File: config.mk
export PLATFORM = sky130hd
export DESIGN_NAME = timing_wheel_timer_manager
export DESIGN_NICKNAME = d
export VERILOG_FILES = /design/src/design/tww_pkg.sv /design/src/design/tww_cell.sv /design/src/design/tww_head.sv /design/src/design/timing_wheel_timer_manager.sv
export SDC_FILE = /design/constraint.sdc
export NUM_CORES = 1
export LEC_CHECK = 0
export CAP_MARGIN = 20
export CORE_MARGIN = 1
export CORE_UTILIZATION = 35
export CTS_CLUSTER_SIZE = 30
export DETAILED_ROUTE_END_ITERATION = 8
export DONT_BUFFER_PORTS = 1
export MAX_ROUTING_LAYER = met4
export SLEW_MARGIN = 20
export SYNTH_ARGS = -nofsm -noshare
export SYNTH_HDL_FRONTEND = slang
export SYNTH_SLANG_ARGS = --single-unit
File: constraint.sdc
create_clock -name clk -period 22.5 [get_ports clk]
set_input_delay 0 -clock clk [delete_from_list [all_inputs] [get_ports clk]]
set_output_delay 0 -clock clk [all_outputs]
set_load 0.1 [all_outputs]
File: src/design/tww_pkg.sv
// Shared types, codes and the wheel bucket function of the timer manager.
`timescale 1ns / 1ps

package tww_pkg;

	localparam int SLOTS_DEFAULT = 16;
	localparam int MAX_RESULTS = 16;
	localparam int TIME_W = 32;

	localparam logic [1:0] MODE_TICK = 2'd0;
	localparam logic [1:0] MODE_ARM = 2'd1;
	localparam logic [1:0] MODE_REARM = 2'd2;

	localparam logic [5:0] LEVEL_MASK = 6'h3F;

	// One timer slot as it travels along the ring.
	typedef struct packed {
		logic [TIME_W-1:0] expiry;
		logic [TIME_W-1:0] period;
		logic rep;
		logic active;
	} slot_rec_t;

	// Controls handed to the head unit for the slot currently at the ring head.
	typedef struct packed {
		logic [1:0] op;
		logic match;
		logic room;
		logic [TIME_W-1:0] now;
		logic [TIME_W-1:0] req_period;
		logic req_rep;
	} head_ctl_t;

	// Level in bits 10:8, index in bits 7:0.
	function automatic logic [10:0] bucket_of(input logic [TIME_W-1:0] t);
		logic [10:0] b;
		if (t[31:8] == 24'd0) begin
			b = {3'd0, t[7:0]};
		end else if (t[31:14] == 18'd0) begin
			b = {3'd1, 2'b00, t[13:8] & LEVEL_MASK};
		end else if (t[31:20] == 12'd0) begin
			b = {3'd2, 2'b00, t[19:14] & LEVEL_MASK};
		end else if (t[31:26] == 6'd0) begin
			b = {3'd3, 2'b00, t[25:20] & LEVEL_MASK};
		end else begin
			b = {3'd4, 2'b00, t[31:26] & LEVEL_MASK};
		end
		return b;
	endfunction

endpackage

File: src/design/tww_cell.sv
// One ring cell holding a single timer slot record.
`timescale 1ns / 1ps

module tww_cell
	import tww_pkg::*;
(
	input  logic      clk,
	input  logic      arst_n,
	input  logic      en,
	input  slot_rec_t d,
	output slot_rec_t q
);

	slot_rec_t rec_q;
	logic act_q;

	// Only the active flag has a defined reset; the rest is valid once armed.
	always_ff @(posedge clk) begin
		if (en) begin
			rec_q <= d;
		end
	end

	always_ff @(posedge clk or negedge arst_n) begin
		if (!arst_n) begin
			act_q <= 1'b0;
		end else if (en) begin
			act_q <= d.active;
		end
	end

	always_comb begin
		q = rec_q;
		q.active = act_q;
	end

endmodule

File: src/design/tww_head.sv
// Head unit: decides firing and computes the updated record of the head slot.
`timescale 1ns / 1ps

module tww_head
	import tww_pkg::*;
(
	input  slot_rec_t rec_in,
	input  head_ctl_t ctl,
	output slot_rec_t rec_out,
	output logic      fire
);

	logic due;
	logic [TIME_W-1:0] sum;

	always_comb begin
		due = rec_in.active && (bucket_of(rec_in.expiry) == bucket_of(ctl.now))
			&& (rec_in.expiry <= ctl.now);
		fire = (ctl.op == MODE_TICK) && due && ctl.room;
		sum = ctl.now + ((ctl.op == MODE_ARM) ? ctl.req_period : rec_in.period);

		rec_out = rec_in;
		case (ctl.op)
			MODE_ARM: begin
				if (ctl.match) begin
					rec_out.period = ctl.req_period;
					rec_out.rep = ctl.req_rep;
					rec_out.expiry = sum;
					rec_out.active = 1'b1;
				end
			end
			MODE_REARM: begin
				if (ctl.match) begin
					rec_out.expiry = sum;
					rec_out.active = 1'b1;
				end
			end
			MODE_TICK: begin
				if (fire) begin
					if (rec_in.rep) begin
						rec_out.expiry = sum;
					end else begin
						rec_out.active = 1'b0;
					end
				end
			end
			default: begin
				rec_out = rec_in;
			end
		endcase
	end

endmodule

File: src/design/timing_wheel_timer_manager.sv
// Top level of the timer manager: request channels, scan control and slot ring.
`timescale 1ns / 1ps

// Usage. One request channel (in_valid/in_ready) carries mode, slot, period and
// repeat_req. Mode tick advances the current time by one and reports every due
// timer; mode arm stores a period and repeat flag for a slot and sets its expiry
// to now plus the period; mode rearm does the same with the stored period.
// Arm and rearm produce no result; an unused mode or an out-of-range slot is
// dropped when it is taken. The result channel (out_valid/out_ready) carries one
// request per fired slot, in slot order, with last set on the final one; a tick
// that fires nothing yields a single request with fired low and last high.
// Occupancy: the slot records sit in a ring of SLOTS cells that rotates one
// place per cycle, while not stalled, past a single head unit, so arm and
// rearm occupy the block for the accepting cycle plus one turn of the ring,
// and a tick additionally passes through the done state, which hands over its
// final result. The first fired result of a tick appears once the next firing
// slot or the end of the scan is reached, since last must be known.
// When the receiver stalls, the ring halts on the next firing slot until the
// output register frees; a new request is taken as soon as the final result is
// loaded, even while it still waits in the output register.
// Reset clears the current time and marks every slot inactive at once.

module timing_wheel_timer_manager
	import tww_pkg::*;
#(
	parameter int SLOTS = SLOTS_DEFAULT
) (
	input  logic        clk,
	input  logic        arst_n,
	input  logic        in_valid,
	output logic        in_ready,
	input  logic [1:0]  mode,
	input  logic [3:0]  slot,
	input  logic [31:0] period,
	input  logic        repeat_req,
	output logic        out_valid,
	input  logic        out_ready,
	output logic        fired,
	output logic [3:0]  fired_slot,
	output logic [31:0] now_time,
	output logic        last
);

	localparam int IW = (SLOTS > 1) ? $clog2(SLOTS) : 1;
	localparam int SW = (IW > 4) ? IW : 4;
	localparam int NW = $clog2(MAX_RESULTS + 1);

	typedef enum logic [1:0] {ST_IDLE, ST_SCAN, ST_DONE} state_t;

	state_t state_q;
	logic [1:0] op_q;
	logic [SW-1:0] slot_q;
	logic [31:0] period_q;
	logic rep_q;
	logic [IW-1:0] cnt_q;
	logic [31:0] now_q;
	logic pend_v_q;
	logic [3:0] pend_slot_q;
	logic [NW-1:0] nfire_q;
	logic out_v_q;
	logic fired_q;
	logic [3:0] fired_slot_q;
	logic [31:0] now_time_q;
	logic last_q;

	slot_rec_t ring_q [SLOTS];
	slot_rec_t ring_d [SLOTS];
	slot_rec_t head_next;
	head_ctl_t ctl;
	logic fire;
	logic out_busy;
	logic stall;
	logic shift;
	logic out_load;
	logic [SW-1:0] cnt_ext;
	logic slot_ok;

	assign cnt_ext = SW'(cnt_q);
	assign out_busy = out_v_q && !out_ready;
	assign slot_ok = {28'd0, slot} < 32'(SLOTS);

	always_comb begin
		ctl.op = op_q;
		ctl.match = (cnt_ext == slot_q);
		ctl.room = (nfire_q < NW'(MAX_RESULTS));
		ctl.now = now_q;
		ctl.req_period = period_q;
		ctl.req_rep = rep_q;
	end

	tww_head u_head (
		.rec_in  (ring_q[0]),
		.ctl     (ctl),
		.rec_out (head_next),
		.fire    (fire)
	);

	// A firing slot must push the held result out; if the output register is
	// still occupied the ring waits on this slot.
	assign stall = fire && pend_v_q && out_busy;
	assign shift = (state_q == ST_SCAN) && !stall;

	// The output register takes a new result either when a later firing slot
	// releases the held one or when the scan has ended.
	assign out_load = (shift && fire && pend_v_q) || ((state_q == ST_DONE) && !out_busy);

	// The ring closes through the head unit: the head record goes, updated,
	// to the far end, so a full pass of SLOTS shifts restores the order.
	genvar gi;
	generate
		for (gi = 0; gi < SLOTS; gi++) begin : g_ring
			if (gi == SLOTS - 1) begin : g_tail
				assign ring_d[gi] = head_next;
			end else begin : g_mid
				assign ring_d[gi] = ring_q[gi+1];
			end
			tww_cell u_cell (
				.clk    (clk),
				.arst_n (arst_n),
				.en     (shift),
				.d      (ring_d[gi]),
				.q      (ring_q[gi])
			);
		end
	endgenerate

	assign in_ready = (state_q == ST_IDLE);

	always_ff @(posedge clk or negedge arst_n) begin
		if (!arst_n) begin
			state_q <= ST_IDLE;
			op_q <= MODE_TICK;
			slot_q <= '0;
			period_q <= '0;
			rep_q <= 1'b0;
			cnt_q <= '0;
			now_q <= '0;
			pend_v_q <= 1'b0;
			pend_slot_q <= '0;
			nfire_q <= '0;
			out_v_q <= 1'b0;
			fired_q <= 1'b0;
			fired_slot_q <= '0;
			now_time_q <= '0;
			last_q <= 1'b0;
		end else begin
			if (out_load) begin
				out_v_q <= 1'b1;
			end else if (out_v_q && out_ready) begin
				out_v_q <= 1'b0;
			end
			case (state_q)
				ST_IDLE: begin
					if (in_valid) begin
						op_q <= mode;
						slot_q <= SW'(slot);
						period_q <= period;
						rep_q <= repeat_req;
						cnt_q <= '0;
						if (mode == MODE_TICK) begin
							now_q <= now_q + 32'd1;
							nfire_q <= '0;
							pend_v_q <= 1'b0;
							state_q <= ST_SCAN;
						end else if ((mode == MODE_ARM || mode == MODE_REARM) && slot_ok) begin
							state_q <= ST_SCAN;
						end
					end
				end
				ST_SCAN: begin
					if (shift) begin
						if (fire) begin
							nfire_q <= nfire_q + NW'(1);
							if (pend_v_q) begin
								fired_q <= 1'b1;
								fired_slot_q <= pend_slot_q;
								now_time_q <= now_q;
								last_q <= 1'b0;
							end
							pend_v_q <= 1'b1;
							pend_slot_q <= cnt_ext[3:0];
						end
						if (cnt_q == IW'(SLOTS - 1)) begin
							cnt_q <= '0;
							state_q <= (op_q == MODE_TICK) ? ST_DONE : ST_IDLE;
						end else begin
							cnt_q <= cnt_q + IW'(1);
						end
					end
				end
				ST_DONE: begin
					if (!out_busy) begin
						fired_q <= pend_v_q;
						fired_slot_q <= pend_v_q ? pend_slot_q : 4'd0;
						now_time_q <= now_q;
						last_q <= 1'b1;
						pend_v_q <= 1'b0;
						state_q <= ST_IDLE;
					end
				end
				default: begin
					state_q <= ST_IDLE;
				end
			endcase
		end
	end

	assign out_valid = out_v_q;
	assign fired = fired_q;
	assign fired_slot = fired_slot_q;
	assign now_time = now_time_q;
	assign last = last_q;

endmodule

==> Word level (Yosys, flattened, before mapping) <==
Cells that the tools add are included.
{ "totals": {"wordCells": 207, "ff_bits": 1182, "in_bits": 43} }
{ "classes": {"n_reduce_logical": 40, "muxes": 65, "eq_ne": 17, "n_lt_le_gt_ge": 2, "addsub": 4} }
{ "ops": {"columns": ["operator", "count"], "rows": [
  ["$mux W32", 8],
  ["$pmux W32 S3", 1],
  ["$mux W11", 8],
  ["$mux W66", 1],
  ["$pmux W32 S2", 1],
  ["$logic_not A24 Y1", 2],
  ["$logic_not A18 Y1", 2],
  ["$mux W33", 1],
  ["$add A32 B1 Y32 const B", 1],
  ["$add A32 B32 Y32", 1],
  ["$le A32 B32 Y1", 1],
  ["$mux W4", 8],
  ["$logic_not A12 Y1", 2],
  ["$mux W5", 4],
  ["$mux W1", 18],
  ["$pmux W4 S2", 2],
  ["$reduce_and A5 Y1", 3],
  ["$mux W2", 7],
  ["$logic_and A1 B1 Y1", 12],
  ["$logic_not A6 Y1", 2],
  ["$eq A11 B11 Y1", 1],
  ["$ne A2 B2 Y1 const B", 5],
  ["$pmux W5 S2", 1],
  ["$reduce_and A3 Y1", 3],
  ["other kinds (19)", 33]
]} }

==> Depth between registers and ports, before layout <==
{ "logic_depth": {"depth_word": 18, "depth_mapped": 17} }

==> Hierarchy <==
From an unflattened synthesis, not the netlist that was laid out.
{ "hier_totals": {"cells_unflattened": 2032, "area_unflattened_um2": 41703.7} }
{ "by_module_without_submodules": {"columns": ["mod", "cells_per_inst", "area_per_inst_um2", "n_inst"], "rows": [
  ["tww_cell", 68, 1999.4, 16],
  ["timing_wheel_timer_manager", 401, 5288.8, 1],
  ["tww_head", 543, 4424.2, 1]
]} }

==> Worst setup path after synthesis <==
OpenSTA, ideal clock, no wires.
{ "synth_path": {"kind": "register -> register", "startpoint": "reg now_q[14]", "endpoint": "reg g_ring[5].u_cell.act_q", "n_path_buf": 3, "path_stages_with_launch": 13, "setup_ns": 0.130, "slack_ns": 6.146, "arrival_ns": 16.224, "required_ns": 22.370, "cell_sequence": "dfrtp_1 > clkbuf_1 > nor4_1 > nand2_2 > or4_1 > a22oi_1 > o31a_1 > a211oi_1 > o2111a_1 > buf_6 > a31oi_4 > buf_2 > mux2_2"} }
{ "synth_between": {"elab_chain_cells": 12, "elab_cells_between_ends": 15, "classes_between": "1 x order compare; 1 x eq/ne; 3 x mux; 10 x reduce/logical"} }
{ "synth_rtl": {"columns": ["element", "line_no", "text"], "rows": [
  ["from (decl)", "timing_wheel_timer_manager.sv:56", "logic [31:0] now_q;"],
  ["from (signal assigned)", "timing_wheel_timer_manager.sv:161", "now_q <= now_q + 32'd1;"],
  ["parallel branches: the longest is 5 deep, another holds $le A32 B32 Y1", null, null],
  ["$logic_and A1 B1 Y1 *", "tww_head.sv:18", "&& (rec_in.expiry <= ctl.now);"],
  ["$logic_and A1 B1 Y1 * (2 in a row)", "tww_head.sv:19", "fire = (ctl.op == MODE_TICK) && due && ctl.room;"],
  ["$logic_and A1 B1 Y1 * (2 in a row)", "timing_wheel_timer_manager.sv:100", "assign stall = fire && pend_v_q && out_busy;"],
  ["$logic_not A1 Y1 *", "timing_wheel_timer_manager.sv:101", "assign shift = (state_q == ST_SCAN) && !stall;"],
  ["$logic_and A1 B1 Y1 *", "timing_wheel_timer_manager.sv:101", null],
  ["via g_ring[0].u_cell.en", "tww_cell.sv:9", "input logic en,"],
  ["to (signal assigned)", "tww_cell.sv:28", "act_q <= d.active;"],
  ["to (decl)", "tww_cell.sv:15", "logic act_q;"]
]} }
Mark *: on every way through the listed nets, which the timed path passes.
A chain may end at the register's enable or synchronous reset.

==> Final worst setup path <==
{ "layout_path": {"startpoint": "reg now_q[27]", "endpoint": "reg g_ring[2].u_cell.rec_q, in the netlist g_ring[2].u_cell.q[38] (enable)"} }
{ "layout_between": {"elab_chain_cells": 14, "elab_cells_between_ends": 18, "classes_between": "1 x order compare; 1 x eq/ne; 4 x mux; 12 x reduce/logical"} }
{ "layout_rtl": {"columns": ["element", "line_no", "text"], "rows": [
  ["$logic_not A6 Y1", "tww_pkg.sv:43", "end else if (t[31:26] == 6'd0) begin"],
  ["$mux W11", "tww_pkg.sv:43", null],
  ["$mux W11", "tww_pkg.sv:41", "end else if (t[31:20] == 12'd0) begin"],
  ["$mux W11", "tww_pkg.sv:39", "end else if (t[31:14] == 18'd0) begin"],
  ["$mux W11", "tww_pkg.sv:37", "if (t[31:8] == 24'd0) begin"],
  ["$eq A11 B11 Y1", "tww_head.sv:17", "due = rec_in.active && (bucket_of(rec_in.expiry) == bucket_of(ctl.now))"],
  ["$logic_and A1 B1 Y1", "tww_head.sv:17", null],
  ["$logic_and A1 B1 Y1 *", "tww_head.sv:18", null],
  ["$logic_and A1 B1 Y1 * (2 in a row)", "tww_head.sv:19", null],
  ["$logic_and A1 B1 Y1 * (2 in a row)", "timing_wheel_timer_manager.sv:100", null],
  ["$logic_not A1 Y1 *", "timing_wheel_timer_manager.sv:101", null],
  ["$logic_and A1 B1 Y1 *", "timing_wheel_timer_manager.sv:101", null],
  ["to (signal assigned)", "tww_cell.sv:20", "rec_q <= d;"],
  ["to (decl)", "tww_cell.sv:14", "slot_rec_t rec_q;"]
]} }
Mark *: on every way between the ends. The rest lies on a longest branch, timed or not.

==> flow_metrics.py <==
metrics = {
    "outcome": {
        "status": "completed",
    },
    "synth": {
        "synth.net_count": 2179,
        "synth_top_area_cell": "edfxtp_1",
        "synth_area_leaders": "edfxtp_1 (75%), dfrtp_1 (8.6%), mux2_2 (3.6%)",
        "synth_cells": 2068,
        "synth_edf_count": 1040,
        "synth.distinct_cells": 73,
        "synth_area_per_cell_um2": 20.05,
        "synth-async-reset-ratio_pct": 12.01,
        "ys_seq_area_share_pct": 83.88,
        "ys_seq_elements": 1182,
        "synth_top_cell_area_share_pct": 75.31,
        "yosysWarnings": 0,
        "synth_ff_type": "edfxtp_1",
        "syn_area_um2": 41470,
    },
    "worst_setup_path": {
        "worstPathRequired_ns": 22.80,
        "critPathMaxFanout": 84,
        "worstPathArrival_ns": 8.85,
        "critPathKind": "reg2reg",
        "crit_path_start_kind": "register",
        "crit_path_start": "now_q[27]$_DFFE_PN0P_",
        "end_kind": "register",
        "r2r_start": "now_q[27]$_DFFE_PN0P_",
    },
    "pwr": {
        "p_leak_uw": 0.01742,
        "p_total_uw": 7896,
        "ir_drop_v": 0.00008418,
        "p_per_area_nw_per_um2": 164.5,
    },
    "flow_run": {
        "cap_violations": 0,
    },
    "timing": {
        "worst_slew_pin_slew_ns": 1.197,
        "timing.fmax_mhz": 116.9,
        "drv_slew": 0,
        "holdWs_ns": 0.05557,
        "post-route-period-util_pct": 38.01,
        "rsz0062_at_grt": "no",
        "finalSetupViolCount": 0,
        "setup_tns_ns": 0,
        "relSlewSlack_pct": 20.18,
        "period_needed_ns": 8.552,
        "fin_skew_ns": 0.03576,
        "hold_viol": 0,
    },
    "floorplanning": {
        "io_pins": 83,
        "core_um2": 116800,
        "die_w_um": 346.2,
        "die_area_um2": 119900,
        "std_cell_rows": 125,
        "fp.dieH_um": 346.2,
        "start_util_pct": 35.49,
    },
    "detailed_routing": {
        "routed_wl_mm": 77.80,
        "ant_nets": 0,
        "viasPerCell": 4.781,
        "drc": 0,
        "routedWlPerCell_um": 20.10,
        "first_pass_iters": 5,
        "drt_iter0_drc": 1735,
        "dr_total_vias": 18502,
    },
    "placed_design": {
        "gp_congestion": 0.8479,
        "port_buffers": 0,
        "dp_hpwl_mm": 48.39,
        "dpl.cell_count": 3572,
    },
    "hold_path": {
        "worstHoldStart": "period[18]",
        "holdCritPathClass": "in2reg",
    },
    "global_routing": {
        "gr-total-overflow": 0,
        "grt_pass1_vias": 18694,
        "grt_max_degree": 185,
        "antenna_found_initial": 5,
        "grt_usage_pct": 13.50,
        "grt_pass1_wl_mm": 118.8,
    },
    "final_layout": {
        "final_common_cell": "edfxtp_1",
        "nFillCells": 10093,
        "final_cells": 3870,
        "fin_util_pct": 41.10,
        "layout_common_cells": "edfxtp_1 (1040), dfrtp_1 (141), mux2_2 (134)",
        "drive_gt1_share_pct": 15.81,
        "finalNetCount": 2357,
        "area_growth_pct": 15.78,
        "num_antenna_cells": 0,
    },
    "clocking": {
        "ctsHoldBuffers": 79,
        "cts_buffers": 115,
        "clockBufferDepth": 3,
        "cts-root-buf": "clkbuf_16",
        "cts-resized-gates": 0,
        "cts_tree": "yes",
        "path_clk_slew_ns": 0.06,
        "post_cts.repair.setup_buffers": 0,
        "cts_max_level": 3,
        "cts_sinks": 1182,
        "clock_latency_ns": 0.70,
    },
}
-- cells in the mapped netlist, types with 9 or more instances --
master and n:
a21o_1 19, ha_1 67, nand3_1 31, o21ai_0 58, o21bai_1 10, inv_1 56, nand4_1 14, dfrtp_1 142
and3_1 14, edfxtp_1 1040, clkbuf_1 20, a21oi_1 51, and2_1 9, nor2_1 42, mux2_4 26, a211oi_1 11
a31oi_1 10, mux2_2 134, nor4_1 19, nor3_1 24, nand2_1 73, nand2b_1 11, xor2_1 17, xnor2_1 47
-- layer usage --
metal | share of wire (%) | global-route usage (%)
met4 | 2.3 | 4.426
met1 | 48 | 19.26
met5 | 0 | -
met2 | 45 | 19.38
met3 | 4.9 | 2.584
-- critical path: stages (launching register included) --
cell	delay (ns)
dfrtp_1	0.42
nor4_1	0.78
nand3_1	0.42
nor4_4	0.61
a22oi_1	0.26
nor4_1	0.31
a211oi_1	0.09
o2111a_1	0.43
a31oi_4	0.62
buf_4	0.60
buf_4	0.81
buf_4	0.87
buf_4	0.86
buf_4	0.89
-- final timing paths --
path                                                         end  slack, ns  cells after the start
worst max-delay path            g_ring[2].u_cell.q[38]$_DFFE_PP_      13.95                     13
worst min-delay path                    period_q[18]$_DFFE_PN0P_       0.06                      2
worst max register to register  g_ring[2].u_cell.q[38]$_DFFE_PP_      13.95                     13
worst min register to register  g_ring[8].u_cell.q[50]$_DFFE_PP_       0.39                      0
max in group asynchronous               period_q[30]$_DFFE_PN0P_      21.47                      4
min in group asynchronous                 cnt_ext[2]$_DFFE_PN0P_       0.39                      3
-- power breakdown --
part	internal (uW)	switching (uW)	total [uW]	leakage, uW
logic	453	902	1360	0.00325
clock network	1090	808	1900	0.00185
registers	4040	599	4640	0.0123
total	5590	2310	7900	0.0174
-- cells by family after synthesis --
kind of cell,share of synthesized area [%]
flops,83.88
mux,4.677
simple gates,3.419
xor+xnor,1.352
buf+inv,1.005
compound gates,3.597
fa+ha+maj,2.070
-- sequential cells by signal, summed over array words and instances (netlist names) --
signal / cells
cnt_ext: 4
g_ring.u_cell.act_q: 16
g_ring.u_cell.q: 1040
op_q: 2
out_valid: 1
last: 1
pend_slot_q: 4
fired: 1
state_q: 2
now_time: 32
rep_q: 1
slot_q: 4
nfire_q: 5
period_q: 32
pend_v_q: 1
fired_slot: 4
now_q: 32
-- cell type report --
type	count	area (um2)	share of cell area, %
clock buffer	145	3042	6.335
timing repair buffer	99	1025	2.134
sequential	1182	34780	72.45
clock inverter	72	743.2	1.548
tap	1524	1907	3.972
inverter	57	214.0	0.4456
multi-input combinational	791	6297	13.12
-- per-stage QoR --
stage	cell area [um2]	setup slack (ns)
finish	48010	13.95
floorplan	41470	6.146
detailed placement	43360	13.74
CTS	47970	13.77
global placement	43340	13.58
global route	48010	13.20
Power figures use the tool's default switching activity.
